<file path="src/rtl/mcls_pkg.sv">
`default_nettype none
// ----------------------------------------------------------------------------
// mcls_pkg: shared types, codes and frame helpers
// Event codes, register indexes, frame constants and the classified item type
// that travels from the front end to the back end.
// ----------------------------------------------------------------------------
package mcls_pkg;

  localparam logic [1:0] CMD_TICK = 2'd0;
  localparam logic [1:0] CMD_HOST = 2'd1;
  localparam logic [1:0] CMD_RX   = 2'd2;

  localparam logic [1:0] MODE_MIT        = 2'd0;
  localparam logic [1:0] MODE_POS        = 2'd1;
  localparam logic [1:0] MODE_SPEED      = 2'd2;
  localparam logic [1:0] MODE_UNASSIGNED = 2'd3;

  localparam logic [2:0] REG_CONTROL_ID   = 3'd0;
  localparam logic [2:0] REG_FEEDBACK_ID  = 3'd1;
  localparam logic [2:0] REG_CONTROL_MODE = 3'd2;
  localparam logic [2:0] REG_TASK_RUNNING = 3'd3;
  localparam logic [2:0] REG_TIMEOUT      = 3'd4;

  localparam logic [63:0] FRAME_DISABLE = 64'hFDFF_FFFF_FFFF_FFFF;
  localparam logic [63:0] FRAME_ENABLE  = 64'hFCFF_FFFF_FFFF_FFFF;
  localparam logic [10:0] MODE_IDENT    = 11'h7FF;
  localparam logic [10:0] POS_OFFSET    = 11'h100;
  localparam logic [10:0] SPEED_OFFSET  = 11'h200;
  localparam logic [3:0]  LEN_FULL      = 4'd8;
  localparam logic [3:0]  LEN_HALF      = 4'd4;

  typedef struct packed {
    logic [10:0] control_id;
    logic [10:0] feedback_id;
    logic [1:0]  control_mode;
    logic        task_running;
    logic [15:0] online_timeout_ms;
  } cfg_t;

  typedef struct packed {
    logic [1:0]  cmd;
    logic [31:0] now_ms;
    logic        enable_request;
    logic        frame_match;
    logic [63:0] data;
  } item_t;

  function automatic logic [10:0] ctrl_ident(input cfg_t cfg);
    logic [10:0] offs;
    case (cfg.control_mode)
      MODE_POS:   offs = POS_OFFSET;
      MODE_SPEED: offs = SPEED_OFFSET;
      default:    offs = 11'd0;
    endcase
    return cfg.control_id + offs;
  endfunction

  function automatic logic [63:0] mode_frame(input cfg_t cfg);
    logic [1:0] code;
    code = (cfg.control_mode == MODE_UNASSIGNED) ? 2'd0 : cfg.control_mode + 2'd1;
    return {30'd0, code, 8'h0A, 8'h55, 4'h0, cfg.control_id[7:4],
            4'h0, cfg.control_id[3:0]};
  endfunction

endpackage

`default_nettype wire

</file>
<file path="src/rtl/mcls_front.sv">
`default_nettype none
// ----------------------------------------------------------------------------
// mcls_front: event classifier
// Checks received frames against the feedback and control identifiers,
// trims host payloads for speed mode and packs one item for the queue.
// ----------------------------------------------------------------------------
module mcls_front (
  input  var mcls_pkg::cfg_t  cfg,
  input  wire logic [1:0]     cmd,
  input  wire logic [31:0]    now_ms,
  input  wire logic           enable_request,
  input  wire logic [63:0]    command_payload,
  input  wire logic [10:0]    rx_ident,
  input  wire logic [63:0]    rx_payload,
  output var mcls_pkg::item_t item
);
  import mcls_pkg::*;

  logic [63:0] host_data;

  assign host_data = (cfg.control_mode == MODE_SPEED) ?
                     {32'd0, command_payload[31:0]} : command_payload;

  always_comb begin
    item.cmd            = cmd;
    item.now_ms         = now_ms;
    item.enable_request = enable_request;
    item.frame_match    = (rx_ident == cfg.feedback_id) &&
                          (rx_payload[3:0] == cfg.control_id[3:0]);
    item.data           = (cmd == CMD_HOST) ? host_data : rx_payload;
  end

endmodule

`default_nettype wire

</file>
<file path="src/rtl/mcls_queue.sv">
`default_nettype none
// ----------------------------------------------------------------------------
// mcls_queue: item queue
// Small register queue between the classifier and the sequencer back end.
// ----------------------------------------------------------------------------
module mcls_queue #(
  parameter int DEPTH = 2
) (
  input  wire logic            clk,
  input  wire logic            rst,
  input  wire logic            push,
  input  var mcls_pkg::item_t  push_item,
  output wire logic            full,
  input  wire logic            pop,
  output wire logic            not_empty,
  output var mcls_pkg::item_t  head
);
  import mcls_pkg::*;

  localparam int PW = $clog2(DEPTH);
  localparam int CW = $clog2(DEPTH + 1);
  localparam logic [PW-1:0] LAST = PW'(DEPTH - 1);

  item_t          mem [DEPTH];
  logic [PW-1:0]  wptr;
  logic [PW-1:0]  rptr;
  logic [CW-1:0]  count;

  assign full      = (count == CW'(DEPTH));
  assign not_empty = (count != '0);
  assign head      = mem[rptr];

  always_ff @(posedge clk) begin
    if (push) begin
      mem[wptr] <= push_item;
    end
  end

  always_ff @(posedge clk) begin
    if (rst) begin
      wptr  <= '0;
      rptr  <= '0;
      count <= '0;
    end else begin
      if (push) begin
        wptr <= (wptr == LAST) ? '0 : wptr + PW'(1);
      end
      if (pop) begin
        rptr <= (rptr == LAST) ? '0 : rptr + PW'(1);
      end
      if (push && !pop) begin
        count <= count + CW'(1);
      end else if (pop && !push) begin
        count <= count - CW'(1);
      end
    end
  end

endmodule

`default_nettype wire

</file>
<file path="src/rtl/mcls_back.sv">
`default_nettype none
// ----------------------------------------------------------------------------
// mcls_back: link state and frame selection
// Holds the link state, updates it per item and registers one result beat.
// ----------------------------------------------------------------------------
module mcls_back (
  input  wire logic            clk,
  input  wire logic            rst,
  input  var mcls_pkg::cfg_t   cfg,
  input  wire logic            item_valid,
  input  var mcls_pkg::item_t  item,
  output wire logic            item_pop,
  output logic                 out_valid,
  input  wire logic            out_stall,
  output logic                 tx_valid,
  output logic [10:0]          tx_ident,
  output logic [3:0]           tx_length,
  output logic [63:0]          tx_payload,
  output logic [63:0]          report_data,
  output logic                 motor_online
);
  import mcls_pkg::*;

  logic [31:0] last_fb;
  logic        fb_seen;
  logic        mode_ack;
  logic        motor_en;
  logic [31:0] trans_start;
  logic        trans_pending;
  logic        host_en;
  logic [63:0] host_payload;
  logic [63:0] fb_bytes;

  logic [31:0] last_fb_next;
  logic        fb_seen_next;
  logic        mode_ack_next;
  logic        motor_en_next;
  logic [31:0] trans_start_next;
  logic        trans_pending_next;
  logic        host_en_next;
  logic [63:0] host_payload_next;
  logic [63:0] fb_bytes_next;

  logic        tx_valid_next;
  logic [10:0] tx_ident_next;
  logic [3:0]  tx_length_next;
  logic [63:0] tx_payload_next;
  logic        online_next;

  logic [31:0] age;
  logic [31:0] age_next;
  logic [31:0] since_start;
  logic [63:0] mframe;

  assign item_pop    = item_valid && (!out_valid || !out_stall);
  assign age         = item.now_ms - last_fb;
  assign since_start = item.now_ms - trans_start;
  assign mframe      = mode_frame(cfg);

  always_comb begin
    last_fb_next       = last_fb;
    fb_seen_next       = fb_seen;
    mode_ack_next      = mode_ack;
    motor_en_next      = motor_en;
    trans_start_next   = trans_start;
    trans_pending_next = trans_pending;
    host_en_next       = host_en;
    host_payload_next  = host_payload;
    fb_bytes_next      = fb_bytes;
    tx_valid_next      = 1'b0;
    tx_ident_next      = 11'd0;
    tx_length_next     = 4'd0;
    tx_payload_next    = 64'd0;
    case (item.cmd)
      CMD_TICK: begin
        if (cfg.task_running) begin
          tx_valid_next  = 1'b1;
          tx_length_next = LEN_FULL;
          tx_ident_next  = ctrl_ident(cfg);
          if (!fb_seen || (age > {16'd0, cfg.online_timeout_ms})) begin
            tx_payload_next = FRAME_DISABLE;
          end else if (!mode_ack) begin
            tx_ident_next   = MODE_IDENT;
            tx_payload_next = mframe;
          end else if (!host_en) begin
            tx_payload_next = FRAME_DISABLE;
            if (motor_en && !trans_pending) begin
              trans_pending_next = 1'b1;
              trans_start_next   = item.now_ms;
            end
          end else if (!motor_en) begin
            tx_payload_next = FRAME_ENABLE;
            if (!trans_pending) begin
              trans_pending_next = 1'b1;
              trans_start_next   = item.now_ms;
            end
          end else if (cfg.control_mode == MODE_SPEED) begin
            tx_length_next  = LEN_HALF;
            tx_payload_next = {32'd0, host_payload[31:0]};
          end else begin
            tx_payload_next = host_payload;
          end
        end
      end
      CMD_HOST: begin
        host_en_next      = item.enable_request;
        host_payload_next = item.data;
      end
      CMD_RX: begin
        if (item.frame_match) begin
          last_fb_next = item.now_ms;
          fb_seen_next = 1'b1;
          // strictly later: modular difference nonzero and below half range
          if (trans_pending && (since_start != 32'd0) && !since_start[31]) begin
            if (host_en && !motor_en) begin
              trans_pending_next = 1'b0;
              motor_en_next      = 1'b1;
            end else if (!host_en && motor_en) begin
              trans_pending_next = 1'b0;
              motor_en_next      = 1'b0;
            end
          end
          if (!mode_ack && (item.data == mframe)) begin
            mode_ack_next = 1'b1;
          end else begin
            fb_bytes_next = item.data;
          end
        end
      end
      default: begin
      end
    endcase
  end

  // online flag is judged on the state left by this item
  assign age_next    = item.now_ms - last_fb_next;
  assign online_next = fb_seen_next && mode_ack_next &&
                       (age_next < {16'd0, cfg.online_timeout_ms});

  always_ff @(posedge clk) begin
    if (rst) begin
      last_fb       <= 32'd0;
      fb_seen       <= 1'b0;
      mode_ack      <= 1'b0;
      motor_en      <= 1'b0;
      trans_start   <= 32'd0;
      trans_pending <= 1'b0;
      host_en       <= 1'b0;
      host_payload  <= 64'd0;
      fb_bytes      <= 64'd0;
      out_valid     <= 1'b0;
    end else begin
      if (item_pop) begin
        last_fb       <= last_fb_next;
        fb_seen       <= fb_seen_next;
        mode_ack      <= mode_ack_next;
        motor_en      <= motor_en_next;
        trans_start   <= trans_start_next;
        trans_pending <= trans_pending_next;
        host_en       <= host_en_next;
        host_payload  <= host_payload_next;
        fb_bytes      <= fb_bytes_next;
        out_valid     <= 1'b1;
      end else if (!out_stall) begin
        out_valid <= 1'b0;
      end
    end
  end

  always_ff @(posedge clk) begin
    if (item_pop) begin
      tx_valid     <= tx_valid_next;
      tx_ident     <= tx_ident_next;
      tx_length    <= tx_length_next;
      tx_payload   <= tx_payload_next;
      report_data  <= fb_bytes_next;
      motor_online <= online_next;
    end
  end

endmodule

`default_nettype wire

</file>
<file path="src/rtl/motor_can_link_sequencer.sv">
`default_nettype none
// ----------------------------------------------------------------------------
// motor_can_link_sequencer: CAN motor link sequencer
// Takes tick, host command and received frame events and returns one beat
// per event with the frame to send, the report data and the online flag.
// ----------------------------------------------------------------------------
//
//  channel  handshake            payload
//  in       in_valid/in_stall    cmd now_ms enable_request command_payload
//                                rx_ident rx_payload
//  out      out_valid/out_stall  tx_valid tx_ident tx_length tx_payload
//                                report_data motor_online
//  cfg      cfg_write            cfg_index cfg_data
//
//  one event per cycle sustained while out_stall is low; a taken event is
//  written into the queue, then popped into the output register
//  in_stall rises only when the QUEUE_DEPTH entry queue is full
//  out_stall holds a valid output register; the back end then stops popping
//  synchronous reset loads register defaults and clears all link state
//
module motor_can_link_sequencer #(
  parameter int QUEUE_DEPTH = 2
) (
  input  wire logic        clk,
  input  wire logic        rst,
  input  wire logic        in_valid,
  output wire logic        in_stall,
  input  wire logic [1:0]  cmd,
  input  wire logic [31:0] now_ms,
  input  wire logic        enable_request,
  input  wire logic [63:0] command_payload,
  input  wire logic [10:0] rx_ident,
  input  wire logic [63:0] rx_payload,
  output wire logic        out_valid,
  input  wire logic        out_stall,
  output wire logic        tx_valid,
  output wire logic [10:0] tx_ident,
  output wire logic [3:0]  tx_length,
  output wire logic [63:0] tx_payload,
  output wire logic [63:0] report_data,
  output wire logic        motor_online,
  input  wire logic        cfg_write,
  input  wire logic [2:0]  cfg_index,
  input  wire logic [15:0] cfg_data
);
  import mcls_pkg::*;

  cfg_t  cfg;
  item_t front_item;
  item_t head_item;
  logic  q_full;
  logic  q_not_empty;
  logic  q_pop;
  logic  q_push;

  always_ff @(posedge clk) begin
    if (rst) begin
      cfg.control_id        <= 11'd1;
      cfg.feedback_id       <= 11'd0;
      cfg.control_mode      <= MODE_MIT;
      cfg.task_running      <= 1'b1;
      cfg.online_timeout_ms <= 16'd1000;
    end else if (cfg_write) begin
      case (cfg_index)
        REG_CONTROL_ID:   cfg.control_id        <= cfg_data[10:0];
        REG_FEEDBACK_ID:  cfg.feedback_id       <= cfg_data[10:0];
        REG_CONTROL_MODE: cfg.control_mode      <= cfg_data[1:0];
        REG_TASK_RUNNING: cfg.task_running      <= cfg_data[0];
        REG_TIMEOUT:      cfg.online_timeout_ms <= cfg_data;
        default: begin
        end
      endcase
    end
  end

  assign in_stall = q_full;
  assign q_push   = in_valid && !q_full;

  mcls_front u_front (
    .cfg             (cfg),
    .cmd             (cmd),
    .now_ms          (now_ms),
    .enable_request  (enable_request),
    .command_payload (command_payload),
    .rx_ident        (rx_ident),
    .rx_payload      (rx_payload),
    .item            (front_item)
  );

  mcls_queue #(
    .DEPTH (QUEUE_DEPTH)
  ) u_queue (
    .clk       (clk),
    .rst       (rst),
    .push      (q_push),
    .push_item (front_item),
    .full      (q_full),
    .pop       (q_pop),
    .not_empty (q_not_empty),
    .head      (head_item)
  );

  mcls_back u_back (
    .clk          (clk),
    .rst          (rst),
    .cfg          (cfg),
    .item_valid   (q_not_empty),
    .item         (head_item),
    .item_pop     (q_pop),
    .out_valid    (out_valid),
    .out_stall    (out_stall),
    .tx_valid     (tx_valid),
    .tx_ident     (tx_ident),
    .tx_length    (tx_length),
    .tx_payload   (tx_payload),
    .report_data  (report_data),
    .motor_online (motor_online)
  );

endmodule

`default_nettype wire

</file>
<file path="config.mk">
export PLATFORM = sky130hd
export DESIGN_NAME = motor_can_link_sequencer
export DESIGN_NICKNAME = d
export VERILOG_FILES = /design/src/rtl/mcls_pkg.sv /design/src/rtl/mcls_front.sv /design/src/rtl/mcls_queue.sv /design/src/rtl/mcls_back.sv /design/src/rtl/motor_can_link_sequencer.sv
export SDC_FILE = /design/constraint.sdc
export NUM_CORES = 1
export LEC_CHECK = 0
export BUFFER_PORTS_ARGS = -buffer_cell sky130_fd_sc_hd__buf_2
export CORE_MARGIN = 3
export CORE_UTILIZATION = 59
export DETAILED_ROUTE_END_ITERATION = 8
export GPL_ROUTABILITY_DRIVEN = 0
export PLACE_DENSITY = 0.92
export REMOVE_ABC_BUFFERS = 1
export SLEW_MARGIN = 20
export SYNTH_ARGS = -nofsm -noshare
export SYNTH_HDL_FRONTEND = slang
export SYNTH_SLANG_ARGS = --single-unit
</file>
<file path="constraint.sdc">
create_clock -name clk -period 8.49 [get_ports clk]
set_clock_uncertainty 0.15 [all_clocks]
set_input_delay 2.1225 -clock clk [delete_from_list [all_inputs] [get_ports clk]]
set_output_delay 2.1225 -clock clk [all_outputs]
set_load 0.02 [all_outputs]
</file>
==> results of run 1 <==
## flip-flops by register name (all words and copies together) (netlist names), 2 cells and up, named ones only
register and cells:
u_back.host_payload 64, u_back.tx_length 2, cfg 41, u_back.report_data 64, u_queue.mem 200, u_back.tx_payload 64
u_back.trans_start 32, u_back.fb_bytes 64, u_back.tx_ident 11, u_back.last_fb 32, u_queue.count 2
## worst register-to-register path: cells and delay by family (launching register included)
kind / cells / cell delay (ns)
DFF: 1 / 0.75
and+or+nand+nor: 7 / 1.89
xor gates and xnor gates: 1 / 0.14
adders and majority gates: 2 / 0.66
buffers and inverters: 2 / 0.84
muxes: 1 / 0.62
AOI/OAI and AO/OA: 8 / 1.49
## path summary, 6_finish.rpt
kind / start / end / slack [ns] / cells after the start
setup / recovery: register / u_back.tx_payload[33] / 1.67 / 21
hold / removal: u_back.fb_bytes[4] / u_back.fb_bytes[4] / 0.31 / 2
setup reg to reg: register / u_back.tx_payload[33] / 1.67 / 21
hold reg to reg: u_back.fb_bytes[4] / u_back.fb_bytes[4] / 0.31 / 2
## routing by layer
| layer | vias up | track usage (%) | wire length, microns |
|---|---|---|---|
| li1 | 11900 | - | - |
| met4 | 12 | 16.1 | 5290 |
| met3 | 401 | 7.13 | 9900 |
| met2 | 1838 | 53.4 | 43100 |
| met1 | 12500 | 38.8 | 32000 |
| met5 | - | 0 | 91 |
## layout by cell type (no fill, tap or decap), types with 30 or more instances in the layout
master     count
o21ai_0      191
a211oi_1     119
nor3_1        36
clkbuf_16     55
edfxtp_1     343
a21oi_1      318
nor2_1       292
nand3_1       30
nand2_1      400
nor4_1        39
nor2b_1       46
o21a_1        33
ha_1         133
mux2_2        37
nand4_1       43
mux2i_1      140
buf_2        341
xor2_1        32
xnor2_1       51
dfxtp_1      242
inv_1        139
## Yosys cell counts (10+ instances only)
master and instances:
inv_1 139, o22ai_1 11, nor2_1 295, a21oi_1 318, a21oi_2 20, a211oi_1 119, o21ai_0 191, nor4_1 39
xnor2_1 51, or3_1 14, and3_1 11, nand3_1 30, nand4_1 43, dfxtp_1 244, edfxtp_1 343, ha_1 134
o31ai_1 10, o21a_1 33, clkbuf_1 151, nand2_1 400, nor3_1 37, mux2_2 37, nor2b_1 46, mux2i_1 140
a31oi_1 15, nand3b_1 12, xor2_1 32, buf_1 23, a21o_1 29, nand2b_1 26
## power by group
group | total [mW] | leakage [nW] | internal [mW] | switching, mW
Combinational | 5.73 | 6.66 | 1.96 | 3.76
Sequential | 4.21 | 5.26 | 3.83 | 0.380
Clock | 2.46 | 0.874 | 1.35 | 1.10
## area by class of cell
class | instances | area (sq um) | area share (%)
tap | 672 | 841 | 2.44
antenna | 3 | 7.51 | 0.0218
multi-input combinational | 2248 | 14200 | 41.1
clock inverter | 33 | 305 | 0.886
inverter | 142 | 541 | 1.57
clock buffer | 68 | 1470 | 4.25
timing repair buffer | 365 | 1950 | 5.67
sequential | 587 | 15200 | 44.1
## cells by family after synthesis
family | after synthesis
adder cells (fa/ha/maj) | 138
flip-flops | 587
AO/OA/AOI/OAI | 842
AND/OR/NAND/NOR | 1004
XOR/XNOR | 84
multiplexers | 178
other | 1
buffers and inverters | 333
==> impl_metrics.tcl, run 1 <==
set metrics [dict create \
    outcome "finished clean" \
    ys_top_cells_by_area "edfxtp_1 34%, dfxtp_1 16%, ha_1 5.5%" \
    leakage_nw 12.8 \
    num_rows 82 \
    synthDominantCellAreaShare_pct 33.7 \
    post_drt_wl_per_cell_microns 21.9 \
    via_count 26600 \
    dpl_cell_area_sq_mm 0.0326 \
    synthAdderAreaFrac_pct 5.75 \
    cts_tree "built" \
    grt_max_degree 124 \
    syn_area_per_cell_sq_um 9.65 \
    worst_pin_slew_ns 1.20 \
    fp.dieH_microns 234 \
    drc 0 \
    clockBufferDepth 3 \
    p_total_mw 12.4 \
    grt_pass1_vias 25300 \
    end_kind "register" \
    finalNonFillerCells 4118 \
    tns_ns 0 \
    ys_ff_latch 587 \
    portBuffers 342 \
    cap_violations 0 \
    synth_edf_count 343 \
    grt_usage_pct 31.9 \
    coreArea_sq_mm 0.0507 \
    path_class "reg2reg" \
    drtIter0Drc 3132 \
    post-place-cells 4011 \
    drive_gt1_share_pct 15.9 \
    synth_seq_area_share_pct 49.7 \
    synth_compound_area_share_pct 16.8 \
    first_pass_iters 7 \
    ios 345 \
    syn_area_sq_mm 0.0306 \
    nets 3734 \
    rsz0062_at_grt "false" \
    cts_resized 0 \
    start_util_pct 60.3 \
    vias_per_cell 6.46 \
    min_path_type "reg2reg" \
    report.final.slew_viol_count 0 \
    synth-simple-area-share_pct 15.0 \
    async_flop_share_pct 0 \
    clk_latency_ns 0.62 \
    antenna_found_initial 9 \
    clk_pin_slew_ns 0.06 \
    synth_flop_cell "edfxtp_1" \
    relSlewSlack_pct 19.1 \
    pwr_density_cell_mw_per_mm2 360 \
    path_cells "mux2i_1 > inv_1 > ha_1 > nand3b_1 > a211oi_1 > o21ai_0 > nand2b_1 > a21oi_1 > xnor2_1 > ha_1 > a21o_1 > a21o_1 > a21oi_1 > o22ai_1 > nor4_1 > nor2_1 > nor4_1 > and4_1 > and2_2 > buf_4 > a21oi_1" \
    critPathTopFamily "simple AND/OR/NAND/NOR gates" \
    final_util_pct 68.0 \
    fillers 3525 \
    syn_to_final_growth_pct 12.7 \
    synth_cell_type_count 82 \
    synth-warning-count 0 \
    cpMostUsedCell "a21oi_1" \
    cts_sinks 587 \
    slowest_stage "dfxtp_4" \
    peakVddDrop_mv 0.242 \
    crit_arrival_ns 6.99 \
    finalHoldViolations 0 \
    cts_htree_levels 2 \
    finalWorstSetupSlack_ns 1.67 \
    start_kind "register" \
    cts_hold_buf 0 \
    finalSetupViolCount 0 \
    fin_area_sq_mm 0.0345 \
    cp_num_buf_inv 2 \
    yosys.area.top_type "edfxtp_1" \
    wirelength_mm 90.3 \
    synth_top_family_by_area "compound AO/OA/AOI/OAI gates" \
    dp_hpwl_mm 60.5 \
    drt.antenna.violating_nets 0 \
    path_max_fanout 31 \
    grt_overflow_total 0 \
    muxShareOfSynthArea_pct 6.02 \
    critPathRequiredTime_ns 8.66 \
    die_w_microns 234 \
    cts_setup_buffers 0 \
    hold_ws_ns 0.306 \
    grt_pass1_wl_mm 137 \
    dp_slack_ns 1.73 \
    die-area_sq_mm 0.0546 \
    period_minus_slack_ns 6.82 \
    finalCritPeriodShare_pct 80.3 \
    cts_inserted_buffers 54 \
    max_stage_delay_ns 0.75 \
    ctsRootBufferMaster "clkbuf_16" \
    synth-xor-area-share_pct 2.43 \
    clock.fmax_ghz 0.147 \
    syn_inst 3167 \
]
(Power assumes the default switching activity.)
==> run 2, diff against run 1 <==
--- a/config.mk
+++ b/config.mk
@@ -5,12 +5,13 @@
 export SDC_FILE = /design/constraint.sdc
 export NUM_CORES = 1
 export LEC_CHECK = 0
+export ABC_AREA = 1
 export BUFFER_PORTS_ARGS = -buffer_cell sky130_fd_sc_hd__buf_2
 export CORE_MARGIN = 3
-export CORE_UTILIZATION = 59
+export CORE_UTILIZATION = 54
 export DETAILED_ROUTE_END_ITERATION = 8
 export GPL_ROUTABILITY_DRIVEN = 0
-export PLACE_DENSITY = 0.92
+export PLACE_DENSITY = 0.89
 export REMOVE_ABC_BUFFERS = 1
 export SLEW_MARGIN = 20
 export SYNTH_ARGS = -nofsm -noshare
==> constraint.sdc (replaced) <==
create_clock -name clk -period 5.7 [get_ports clk]
set_clock_uncertainty 0.15 [all_clocks]
set_input_delay 1.425 -clock clk [delete_from_list [all_inputs] [get_ports clk]]
set_output_delay 1.425 -clock clk [all_outputs]
set_load 0.02 [all_outputs]
==> run 2 against run 1 <==
Clock power up 60%. First-iteration DRC count rose by 9.0%. Sequential cell count is the same. Non-clock buffer count is 6 higher. Combinational power is 70% higher. Power rose by 62%. Sequential power grew 52%. Clock-buffer cell count up 13. Die area increased by 13%. Largest cell class unchanged.
==> impl_metrics.tcl, run 2 <==
set metrics [dict create \
    post_drt_wl_per_cell_microns 17.7 \
    ios 345 \
    via_count 28800 \
    start_kind "register" \
    synth_cell_type_count 52 \
    regMostFlops "u_queue.mem" \
    die_w_microns 249 \
    clk_pin_slew_ns 0.06 \
    yosys.area.top_type "edfxtp_1" \
    path_class "reg2reg" \
    seqPwrFrac_pct 31.8 \
    cts_sinks 587 \
    grt_max_degree 115 \
    cts_tree "built" \
    dp_slack_ns 0.348 \
    start_util_pct 54.8 \
    swShare_pct 44.1 \
    fin_area_sq_mm 0.0361 \
    drt.antenna.violating_nets 0 \
    final_util_pct 62.2 \
    antenna_found_initial 8 \
    report.final.slew_viol_count 0 \
    end_kind "register" \
    critPathRequiredTime_ns 5.89 \
    ys_top_cells_by_area "edfxtp_1 32%, dfxtp_1 15%, nand2_1 12%" \
    cp_num_buf_inv 4 \
    nets 4651 \
    peakVddDrop_mv 0.402 \
    syn_inst 4038 \
    min_path_type "reg2reg" \
    finalSetupViolCount 0 \
    drive_gt1_share_pct 13.2 \
    drc 0 \
    synth_edf_count 343 \
    period_minus_slack_ns 5.31 \
    largest_reg_flops 200 \
    finalHoldViolations 0 \
    syn_area_sq_mm 0.0318 \
    worst_pin_slew_ns 1.03 \
    num_rows 88 \
    layout_commonest_cell "nand2_1" \
    wirelength_mm 90.9 \
    finalWorstSetupSlack_ns 0.392 \
    grt_usage_pct 28.3 \
    pwr_density_cell_mw_per_mm2 556 \
    clock.fmax_ghz 0.188 \
    synthDominantCellAreaShare_pct 32.4 \
    dp_hpwl_mm 63.8 \
    power_frac_comb_pct 48.5 \
    cap_violations 0 \
    clk_latency_ns 0.64 \
    die-area_sq_mm 0.0618 \
    relSlewSlack_pct 31.1 \
    leakage_nw 16.5 \
    drtIter0Drc 3414 \
    dpl_cell_area_sq_mm 0.0341 \
    portBuffers 342 \
    grt_pass1_vias 27200 \
    syn_to_final_growth_pct 13.5 \
    finalCritPeriodShare_pct 93.1 \
    ys_ff_latch 587 \
    cts_htree_levels 2 \
    async_flop_share_pct 0 \
    coreArea_sq_mm 0.0580 \
    cts_setup_buffers 0 \
    cts_resized 0 \
    fp.dieH_microns 249 \
    slowest_stage "fa_1" \
    cpMostUsedCell "nand2_1" \
    crit_arrival_ns 5.49 \
    critPathTopFamily "simple AND/OR/NAND/NOR gates" \
    intPower_mw 11.2 \
    path_max_fanout 39 \
    syn_area_per_cell_sq_um 7.88 \
    synth_seq_area_share_pct 47.7 \
    finalNonFillerCells 5138 \
    vias_per_cell 5.61 \
    power.switching_mw 8.86 \
    max_stage_delay_ns 0.40 \
    grt_pass1_wl_mm 141 \
    synth-warning-count 0 \
    mostFrequentLayoutCells "1,028 x nand2_1, 556 x inv_1, 432 x nor2_1, 343 x edfxtp_1, 341 x buf_2" \
    ctsRootBufferMaster "clkbuf_16" \
    clockPowerShare_pct 19.7 \
    cts_hold_buf 0 \
    clockBufferDepth 3 \
    rsz0062_at_grt "false" \
    synth.most_common_cell "nand2_1" \
    synth_flop_cell "edfxtp_1" \
    post-place-cells 5019 \
    outcome "finished clean" \
    grt_overflow_total 0 \
    cts_inserted_buffers 59 \
    first_pass_iters 7 \
    synth_common_cells "1,029 x nand2_1, 557 x inv_1, 435 x nor2_1, 343 x edfxtp_1, 258 x a21oi_1" \
]
==> run 2: final timing paths <==
kind	startpoint	to	slack (ns)	cells after the start
max	register	u_back.tx_payload[21]	0.39	26
min	u_queue.rptr	register	0.30	1
max reg2reg	register	u_back.tx_payload[21]	0.39	26
min reg2reg	u_queue.rptr	register	0.30	1
==> run 2: per-layer routing <==
layer,vias to the layer above,global-route usage (%),wire [microns]
met4,8,13.8,4960
met1,13200,36.7,35400
li1,13700,-,-
met5,-,0,57
met3,319,4.78,9060
met2,1606,46.1,41400
==> run 2: through the flow <==
step	hold WS [ns]	power (mW)	TNS, ns
after detailed placement	0.294	15.9	0
after global routing	0.333	21.4	0
final	0.304	20.1	0
after CTS	0.305	19.9	0
after global placement	0.274	15.6	0
after floorplan	0.276	13.2	-1446.49
==> run 2: kinds of logic after synthesis <==
logic type               synth area share [%]
XOR/XNOR                                 1.68
other                                  0.0118
multiplexers                            0.102
flip-flops                               47.7
buffers and inverters                    9.19
AND/OR/NAND/NOR                          22.5
AO/OA/AOI/OAI                            13.3
adder cells (fa/ha/maj)                  5.52
==> run 2: layout make-up <==
cell class | count | area, sq um
Clock buffer | 81 | 1660
Fill cell | 4706 | 21900
Timing Repair Buffer | 371 | 2030
Multi-Input combinational cell | 2726 | 13700
Inverter | 570 | 2150
Sequential cell | 587 | 15200
Clock inverter | 31 | 340
Antenna cell | 7 | 17.5
Tap cell | 765 | 957
==> run 2: power by group through the flow <==
stage | clock [mW] | combinational, mW | sequential [mW]
floorplan | 0 | 6.03 | 7.13
global placement | 0 | 9.18 | 6.41
detailed placement | 0 | 9.48 | 6.43
CTS | 3.98 | 9.56 | 6.37
global route | 4.15 | 10.8 | 6.46
finish | 3.94 | 9.74 | 6.39
